===== config.mk =====
export PLATFORM = sky130hd
export DESIGN_NAME = rscc_div
export DESIGN_NICKNAME = d
export VERILOG_FILES = /design/src/rtl/rscc_pkg.sv /design/src/rtl/rscc_div.sv
export SDC_FILE = /design/constraint.sdc
export NUM_CORES = 1
export LEC_CHECK = 0
export BUFFER_PORTS_ARGS = -buffer_cell sky130_fd_sc_hd__buf_2
export CAP_MARGIN = 15
export CORE_AREA = 4 4 172 174
export DETAILED_ROUTE_END_ITERATION = 8
export DIE_AREA = 0 0 176 178
export PLACE_DENSITY = 0.95
export SLEW_MARGIN = 15
export SYNTH_ARGS = -nofsm -noshare
export SYNTH_HDL_FRONTEND = slang
export SYNTH_SLANG_ARGS = --single-unit

===== constraint.sdc =====
create_clock -name aclk -period 29.2 [get_ports aclk]
set_clock_uncertainty 0.05 [all_clocks]
set_input_delay 4.38 -clock aclk [delete_from_list [all_inputs] [get_ports aclk]]
set_output_delay 4.38 -clock aclk [all_outputs]
set_load 0.03 [all_outputs]

===== src/rtl/rscc_pkg.sv =====
`default_nettype none
// ----------------------------------------------------------------------------
// rscc_pkg
// Shared constants for the segment clipper.
// ----------------------------------------------------------------------------
package rscc_pkg;
    localparam int unsigned PLANE_W = 128;
    localparam int unsigned WIDE_W  = 68;   // exact dot sums fit here
    localparam int unsigned T_W     = 19;   // signed Q.16 t with range [-2,2]
    localparam logic signed [T_W-1:0] T_ONE = 19'sd65536;
    localparam logic signed [T_W-1:0] T_SAT = 19'sd131072;
    localparam logic [0:0] CFG_NUM_FACES = 1'b0;
    localparam logic [0:0] CFG_EPSILON   = 1'b1;
    localparam logic OP_LOAD  = 1'b0;
    localparam logic OP_QUERY = 1'b1;
endpackage
`default_nettype wire


===== src/rtl/rscc_div.sv =====
`default_nettype none
// ----------------------------------------------------------------------------
// rscc_div
// Restoring divider: floor(num*2^16/den), saturated to 2.0, one bit a cycle.
// ----------------------------------------------------------------------------
module rscc_div (
    input  wire logic                          aclk,
    input  wire logic                          aresetn,
    input  wire logic                          start,
    input  wire logic [rscc_pkg::WIDE_W-1:0]   num,
    input  wire logic [rscc_pkg::WIDE_W-1:0]   den,
    output logic                               done,
    output logic [rscc_pkg::T_W-1:0]           quot
);
    localparam int unsigned RW = rscc_pkg::WIDE_W + 19;
    logic [RW-1:0] rem_reg, den_reg;
    logic [rscc_pkg::T_W-1:0] q_reg;
    logic [4:0] bit_reg;
    logic busy_reg, done_reg, sat_reg;
    logic [RW-1:0] dsh;

    assign dsh = den_reg << bit_reg;

    // iterate quotient bits 17 down to 0
    always_ff @(posedge aclk) begin
        if (!aresetn) begin
            busy_reg <= 1'b0;
            done_reg <= 1'b0;
        end else begin
            done_reg <= 1'b0;
            if (start) begin
                rem_reg  <= {3'b0, num, 16'b0};
                den_reg  <= {19'b0, den};
                q_reg    <= '0;
                bit_reg  <= 5'd17;
                busy_reg <= 1'b1;
                sat_reg  <= ({3'b0, num, 16'b0} >= ({19'b0, den} << 18));
            end else if (busy_reg) begin
                if (!sat_reg && rem_reg >= dsh) begin
                    rem_reg <= rem_reg - dsh;
                    q_reg[bit_reg] <= 1'b1;
                end
                if (bit_reg == 5'd0) begin
                    busy_reg <= 1'b0;
                    done_reg <= 1'b1;
                end else begin
                    bit_reg <= bit_reg - 5'd1;
                end
            end
        end
    end

    assign done = done_reg;
    assign quot = (sat_reg || q_reg > rscc_pkg::T_SAT) ? rscc_pkg::T_SAT : q_reg;
endmodule
`default_nettype wire

==> summary.md, run 1 <==
| Metric | Value |
|---|---|
| Run status | `completed` |
| Final-report max-slew violation count | `0` |
| Area of combinational cells with multiple inputs | `0.0117 mm²` |
| # IOs | `~160` |
| Sum of negative setup slack | `0 ps` |
| Data arrival time of the worst path | `2880 ps` |
| DR DRC count | `0` |
| Worst-case reg-to-reg path depth | `18` |
| Hold crit path type | `register to register` |
| Slowest cell on the critical path | `a211oi_2` |
| Highest cell delay on the worst timing path | `about 640 ps` |
| Ratio of routed vias to standard cells | `6.80` |
| Capture point of the worst reg-to-reg path | `rem_reg[53]` |
| Number of optimization iterations in the first detailed-route pass | `8` |
| Sinks on Clock Net | `~180` |
| Final RePlAce weighted congestion | `1.04` |
| Rel. slew slack | `about a quarter` |
| Post-Place Cell Area | `~0.019 mm²` |
| RR Startpoint | `bit_reg[0]` |
| Async set-reset flop share out of synthesis | `0%` |
| Category of the worst setup path launch point | `register` |
| Vertical extent of the die | `between 150 and 200 µm` |
| Leakage power summed over all cells | `slightly above 0.008 µW` |
| Number of register bits inferred by synthesis | `between 150 and 200` |
| Post-route ant nets | `0` |
| Cell type with the largest total area after synthesis | `edfxtp_1` |
| Fin crit share | `between 20 and 30%` |
| Share of layout cells above drive strength 1 | `roughly 15%` |
| Number of DRC markers in iteration 0 | `~2600` |
| Number of filler cells placed in the layout | `between 2000 and 2500` |
| Number of warnings reported in the yosys synthesis log | `0` |
| Root Buffer Master | `clkbuf_16` |
| Total half-perimeter wirelength after legalization and detailed placement | `around 45 mm` |
| Setup repair bufs after CTS | `0` |
| Antenna diode instance count | `0` |
| Max reg flops | `slightly below 90` |
| CP Launch Point | `q_reg[0]` |
| Ys flop type | `edfxtp_1` |
| Wire length on met1 | `22.6 mm` |
| Bufs on Longest Clock Path | `2` |
| Peak VDD IR | `approximately 0.042 mV` |
| Commonest non-fill, non-tap cell in the layout | `nor2_1` |
| Net Count, Synth | `2374` |
| Dominant cells by area after synthesis | `edfxtp_1 (30%), ha_1 (11%), mux4_2 (7.0%)` |
| Combined global-route utilization of all metal layers | `36.8%` |
| TritonCTS clock tree | `built` |
| Sequential standard cell area | `roughly 0.0054 mm²` |
| Via count of the first global-routing pass | `approximately 16000` |
| Resized cells post-CTS | `0` |
| Post-CTS clock slew at the launch and capture registers of the worst setup and hold paths | `80 ps` |
| Top Metal Used | `met4` |
| Maximum number of pins on one net before global-route repair | `89` |
| Pwr Density | `between 60 and 70 mW/mm²` |
| Required time at the worst-slack endpoint | `between 20000 and 25000 ps` |
| CORE AREA | `between 0.02 and 0.03 mm²` |
| Post-Route Utilization | `around 70%` |
| Port buffer count | `~160` |
| Via total after detailed routing | `17200` |
| Total Die Area | `between 0.03 and 0.04 mm²` |
| Minimum period implied by the final worst setup slack | `~7300 ps` |
| WL met2 | `about 27 mm` |
| Most frequent cells in the layout | `nor2_1 (245), nand2_1 (232), edfxtp_1 (180)` |
| Cell area after technology mapping | `between 0.015 and 0.02 mm²` |
| Wire length of the first global-routing pass | `between 80 and 90 mm` |
| Setup-violating endpoint count in the final report | `0` |
| Area share of the largest cell type after synthesis | `29.9%` |
| Number of cell rows | `61` |
| Antenna violations before repair | `0` |
| Register-to-register setup slack | `approximately 22000 ps` |
| Layout Area Growth over Synthesis | `7.73%` |
| Met3 WL post-DR | `between 6 and 7 mm` |
| Largest fanout on the critical path | `17` |
| Setup repair after global routing missed its margin | `no` |
| Max Clk Rate | `roughly 140 MHz` |
| Worst-margin pin slew | `1110 ps` |
| CP endpoint kind | `output port` |
| Cell breakdown of the critical path | `nor4_1 > nand4_1 > or4_1 > a211oi_2 > and2_1 > buf_2` |
| Crit path kind | `register to output port` |
| Sum of routed wire length over all layers | `roughly 59 mm` |
| X dimension of the die | `between 150 and 200 µm` |
| Average footprint of a synthesized cell | `8.72 µm²` |
| Final nets | `around 2400` |
| Number of enable-type register cells in the synthesized netlist | `180` |
| Number of different library cells in the post-synthesis netlist | `85` |
| Num CTS Buffers | `17` |
| Capturing instance or port of the critical path | `quot[3]` |
| Maximum Capacitance Violations | `0` |
| Fraction of the yosys area taken by sequential cells | `~30%` |
| Initial core utilization | `about two thirds` |
| Hold path startpoint | `busy_reg` |
| Cells after Synth | `slightly above 2000` |
| Avg WL per Cell | `23.2 µm` |
| Global route overflow | `0` |
| Clock latency on the worst-skew pair | `470 ps` |
| Final Hold Viols | `0` |
| Area of all placed cells without fillers | `0.0195 mm²` |
| Max H-tree Level | `4` |
| Number of buffers inserted for hold repair after clock tree synthesis | `0` |
metrics by stage:
stage,hold WS [ps],setup slack [ps],std cells,total power (µW)
floorplan,404,16200,2077,799
global placement,432,22170,2501,941
detailed placement,447,21980,2501,952
CTS,456,21490,2532,1200
global route,505,21690,2532,1280
finish,462,21890,2532,1220
worst max-delay path: cells and delay by family (launching register included):
kind,cells,cell delay (ps)
flip-flops,1,430
AND/OR/NAND/NOR,4,1150
AO/OA/AOI/OAI,1,640
buffers and inverters,1,200
cells by family after synthesis:
logic type	after synthesis	share of synthesized area [%]
compound gates	581	19.9
simple gates	699	17.6
flops	182	30.1
fa+ha+maj	158	11.0
xor+xnor	74	3.58
buf+inv	232	5.38
other cells	1	0.0207
mux	150	12.5
layer usage:
metal / vias up / GRT usage (%)
li1: 7781 / -
met1: 8130 / 48.7
met2: 1130 / 59.4
met3: 178 / 9.18
met4: 0 / 13.2
met5: - / 0
final cells by class:
cell class | count | share of cell area, %
clock buffers | 19 | 2.22
clock inverters | 12 | 0.783
inverters | 107 | 2.06
multi-input cells | 1663 | 60.0
flip-flops and latches | 182 | 27.9
well taps | 378 | 2.43
repair buffers | 171 | 4.58
cell usage after synthesis, types with 5 or more instances:
cell type / n
a211oi_1: 12
a21o_1: 73
a21oi_1: 172
a31oi_1: 21
a41oi_1: 5
and2_1: 27
and3_1: 11
and4_1: 5
buf_1: 21
buf_2: 5
buf_4: 5
buf_6: 6
clkbuf_1: 84
edfxtp_1: 180
ha_1: 157
inv_1: 105
mux2_2: 42
mux2i_1: 52
mux4_2: 56
nand2_1: 232
nand2b_1: 18
nand3_1: 29
nand4_1: 45
nor2_1: 245
nor2b_1: 18
nor3_1: 22
nor4_1: 12
o211ai_1: 6
o21a_1: 15
o21ai_0: 172
o21ai_1: 5
o21bai_1: 18
o221ai_1: 7
o22a_1: 5
o31ai_1: 18
or2_2: 5
or3_1: 9
or4_1: 7
xnor2_1: 48
xor2_1: 26
power by group:
part	total (µW)	switching [µW]	internal (µW)
Clock	248	113	134
Sequential	343	16.8	326
Combinational	633	395	238
Total	1220	525	699
worst min-delay path by stage:
stage | end | slack (ps) | cells past startpoint
finish | busy_reg | 460 | 2
floorplan | done | 400 | 2
global route | busy_reg | 510 | 2
detailed placement | busy_reg | 450 | 2
CTS | busy_reg | 460 | 2
global placement | busy_reg | 430 | 2
Note: power is estimated with default switching activity, not from simulation.
==> run 2, diff against run 1 <==
--- a/config.mk
+++ b/config.mk
@@ -7,10 +7,10 @@
 export LEC_CHECK = 0
 export BUFFER_PORTS_ARGS = -buffer_cell sky130_fd_sc_hd__buf_2
 export CAP_MARGIN = 15
-export CORE_AREA = 4 4 172 174
+export CORE_AREA = 4 4 185 187
 export DETAILED_ROUTE_END_ITERATION = 8
-export DIE_AREA = 0 0 176 178
-export PLACE_DENSITY = 0.95
+export DIE_AREA = 0 0 189 191
+export PLACE_DENSITY = 0.9
 export SLEW_MARGIN = 15
 export SYNTH_ARGS = -nofsm -noshare
 export SYNTH_HDL_FRONTEND = slang
==> constraint.sdc (replaced) <==
create_clock -name aclk -period 6.3 [get_ports aclk]
set_clock_uncertainty 0.05 [all_clocks]
set_input_delay 0.945 -clock aclk [delete_from_list [all_inputs] [get_ports aclk]]
set_output_delay 0.945 -clock aclk [all_outputs]
set_load 0.03 [all_outputs]
==> summary.md, run 2 (synthesis results as in run 1) <==
| Metric | Value |
|---|---|
| Final RePlAce weighted congestion | `1.03 (-1.1%)` |
| Share of layout cells above drive strength 1 | `16.2% (+1.0 points)` |
| Sinks on Clock Net | `182 (unchanged)` |
| Post-CTS clock slew at the launch and capture registers of the worst setup and hold paths | `80 ps (about the same)` |
| Clk pwr share | `19.6% (-0.7 points)` |
| Largest fanout on the critical path | `64 (+47)` |
| Max H-tree Level | `4 (unchanged)` |
| DR DRC count | `0 (unchanged)` |
| CORE AREA | `0.0325 mm² (+17%)` |
| Sum of routed wire length over all layers | `58.6 mm (about the same)` |
| Final Hold Viols | `0 (unchanged)` |
| Max Clk Rate | `between 150 and 200 MHz` |
| CP endpoint kind | `register` |
| Pwr Density | `286 mW/mm² (+360%)` |
| Total internal power | `3200 µW (+360%)` |
| Number of filler cells placed in the layout | `2784 (+26%)` |
| Clock latency on the worst-skew pair | `480 ps (about the same)` |
| Final nets | `2449 (+0.41%)` |
| Vertical extent of the die | `191 µm (+7.3%)` |
| Minimum period implied by the final worst setup slack | `a little over 6000 ps` |
| Post-route ant nets | `0 (unchanged)` |
| Data arrival time of the worst path | `6130 ps (+3250 ps)` |
| Layout Area Growth over Synthesis | `9.35%` |
| Cell breakdown of the critical path | `buf_12 > mux4_2 > mux2_4 > o21ai_0 > nor2_1 > nor2_1 > ha_1 > nand4_1 > or4_1 > nor2_1 > a21boi_1 > a2111oi_4 > o21ai_1 > a31oi_1 > o31ai_4 > buf_12` |
| Total Die Area | `0.0361 mm² (+15%)` |
| Worst-margin pin slew | `1140 ps (+23.7 ps)` |
| Num CTS Buffers | `17 (unchanged)` |
| Commonest non-fill, non-tap cell in the layout | `nor2_1` |
| Combined global-route utilization of all metal layers | `31.6% (-5.2 points)` |
| Sum of negative setup slack | `0 ps (unchanged)` |
| Crit path kind | `register to register` |
| Proportion of total power due to net switching | `43.4% (+0.49 points)` |
| Bufs on Longest Clock Path | `2 (unchanged)` |
| Ratio of routed vias to standard cells | `6.48 (-4.7%)` |
| X dimension of the die | `189 µm (+7.4%)` |
| Max reg flops | `87 (unchanged)` |
| Highest cell delay on the worst timing path | `580 ps (-60 ps)` |
| Total power | `5650 µW (+360%)` |
| Via count of the first global-routing pass | `16100 (-0.98%)` |
| Via total after detailed routing | `16900 (-1.8%)` |
| Number of buffers inserted for hold repair after clock tree synthesis | `0 (unchanged)` |
| Leakage power summed over all cells | `0.00826 µW (+1.3%)` |
| Number of cell rows | `66 (+8.2%)` |
| Net switching component of the power | `2450 µW (+370%)` |
| Setup repair bufs after CTS | `0 (unchanged)` |
| Slowest cell on the critical path | `or4_1` |
| Maximum number of pins on one net before global-route repair | `174 (+96%)` |
| Most frequent cells in the layout | `nor2_1 (245), nand2_1 (230), edfxtp_1 (180)` |
| Rel. slew slack | `24.0% (-1.7 points)` |
| Run status | `completed` |
| Resized cells post-CTS | `0 (unchanged)` |
| Total half-perimeter wirelength after legalization and detailed placement | `46.3 mm (+2.3%)` |
| Port buffer count | `157 (unchanged)` |
| Combinational Power Share | `52.1% (+0.4 points)` |
| Global route overflow | `0 (unchanged)` |
| Avg WL per Cell | `22.5 µm (-3.0%)` |
| Sequential cell fraction of total power | `28.2% (about the same)` |
| Buf+Inv Stages, Crit Path | `2 (+1)` |
| Cell seen most often among critical-path stages | `nor2_1` |
| Wire length of the first global-routing pass | `89.7 mm (-0.29%)` |
| Category of the worst setup path launch point | `register` |
| Initial core utilization | `55.8% (-9.4 points)` |
| Maximum Capacitance Violations | `0 (unchanged)` |
| Number of optimization iterations in the first detailed-route pass | `8 (unchanged)` |
| # IOs | `159 (unchanged)` |
| Setup-violating endpoint count in the final report | `0 (unchanged)` |
| Fin crit share | `between 90% and 100%` |
| Required time at the worst-slack endpoint | `6380 ps (-18390 ps)` |
| Kind of cell adding the most delay to the critical path | `compound AO/OA/AOI/OAI gates` |
| Final-report max-slew violation count | `0 (unchanged)` |
| Peak VDD IR | `0.233 mV (+450%)` |
| Root Buffer Master | `clkbuf_16` |
| TritonCTS clock tree | `built` |
| Number of DRC markers in iteration 0 | `2122 (-17%)` |
| Antenna violations before repair | `0 (unchanged)` |
| Hold crit path type | `register to register` |
| Setup repair after global routing missed its margin | `no` |
run 2: stage by stage:
step	hold WS (ps)	utilization, %	worst slack (ps)	area (µm²)	std cells
after global routing	480	61.0	92.1	19800	2607
final	474	61.0	248	19800	2608
after CTS	471	61.0	357	19800	2607
after floorplan	421	-	-614	18300	2077
after detailed placement	459	59.2	382	19200	2575
after global placement	432	59.2	461	19200	2575
run 2: final cells by class:
| type | instances | area, µm² | share of cell area (%) |
|---|---|---|---|
| diodes | 1 | 2.50 | 0.0126 |
| clock buffers | 17 | 425 | 2.15 |
| clock inverters | 15 | 164 | 0.828 |
| inverters | 107 | 402 | 2.03 |
| multi-input cells | 1663 | 11700 | 59.3 |
| flip-flops and latches | 182 | 5450 | 27.5 |
| well taps | 442 | 553 | 2.79 |
| repair buffers | 181 | 1060 | 5.34 |
run 2: worst paths after layout:
kind	from	to	slack (ps)	cells after the start
worst max-delay path	bit_reg[0]	rem_reg[41]	250	16
worst min-delay path	busy_reg	busy_reg	470	2
worst max register to register	bit_reg[0]	rem_reg[41]	250	16
worst min register to register	busy_reg	busy_reg	470	2
run 2: worst min-delay path, stage by stage, from the launching register on:
cell	delay, ps
dfxtp_1	320
nand3_1	100
nand2_1	60
run 2: per-layer routing:
layer | global-route usage, % | up-vias | routed length [µm]
met2 | 50.8 | 978 | 26900
li1 | - | 7829 | -
met5 | 0 | - | 0
met3 | 6.14 | 141 | 5340
met4 | 12.0 | 0 | 2370
met1 | 42.5 | 7953 | 24000
run 2: power groups by stage:
stage	Clock, µW	Sequential [µW]	Combinational, µW
floorplan	0	1580	2150
global placement	0	1620	2800
detailed placement	0	1620	2840
CTS	1110	1590	2860
global route	1160	1600	3200
finish	1110	1600	2950
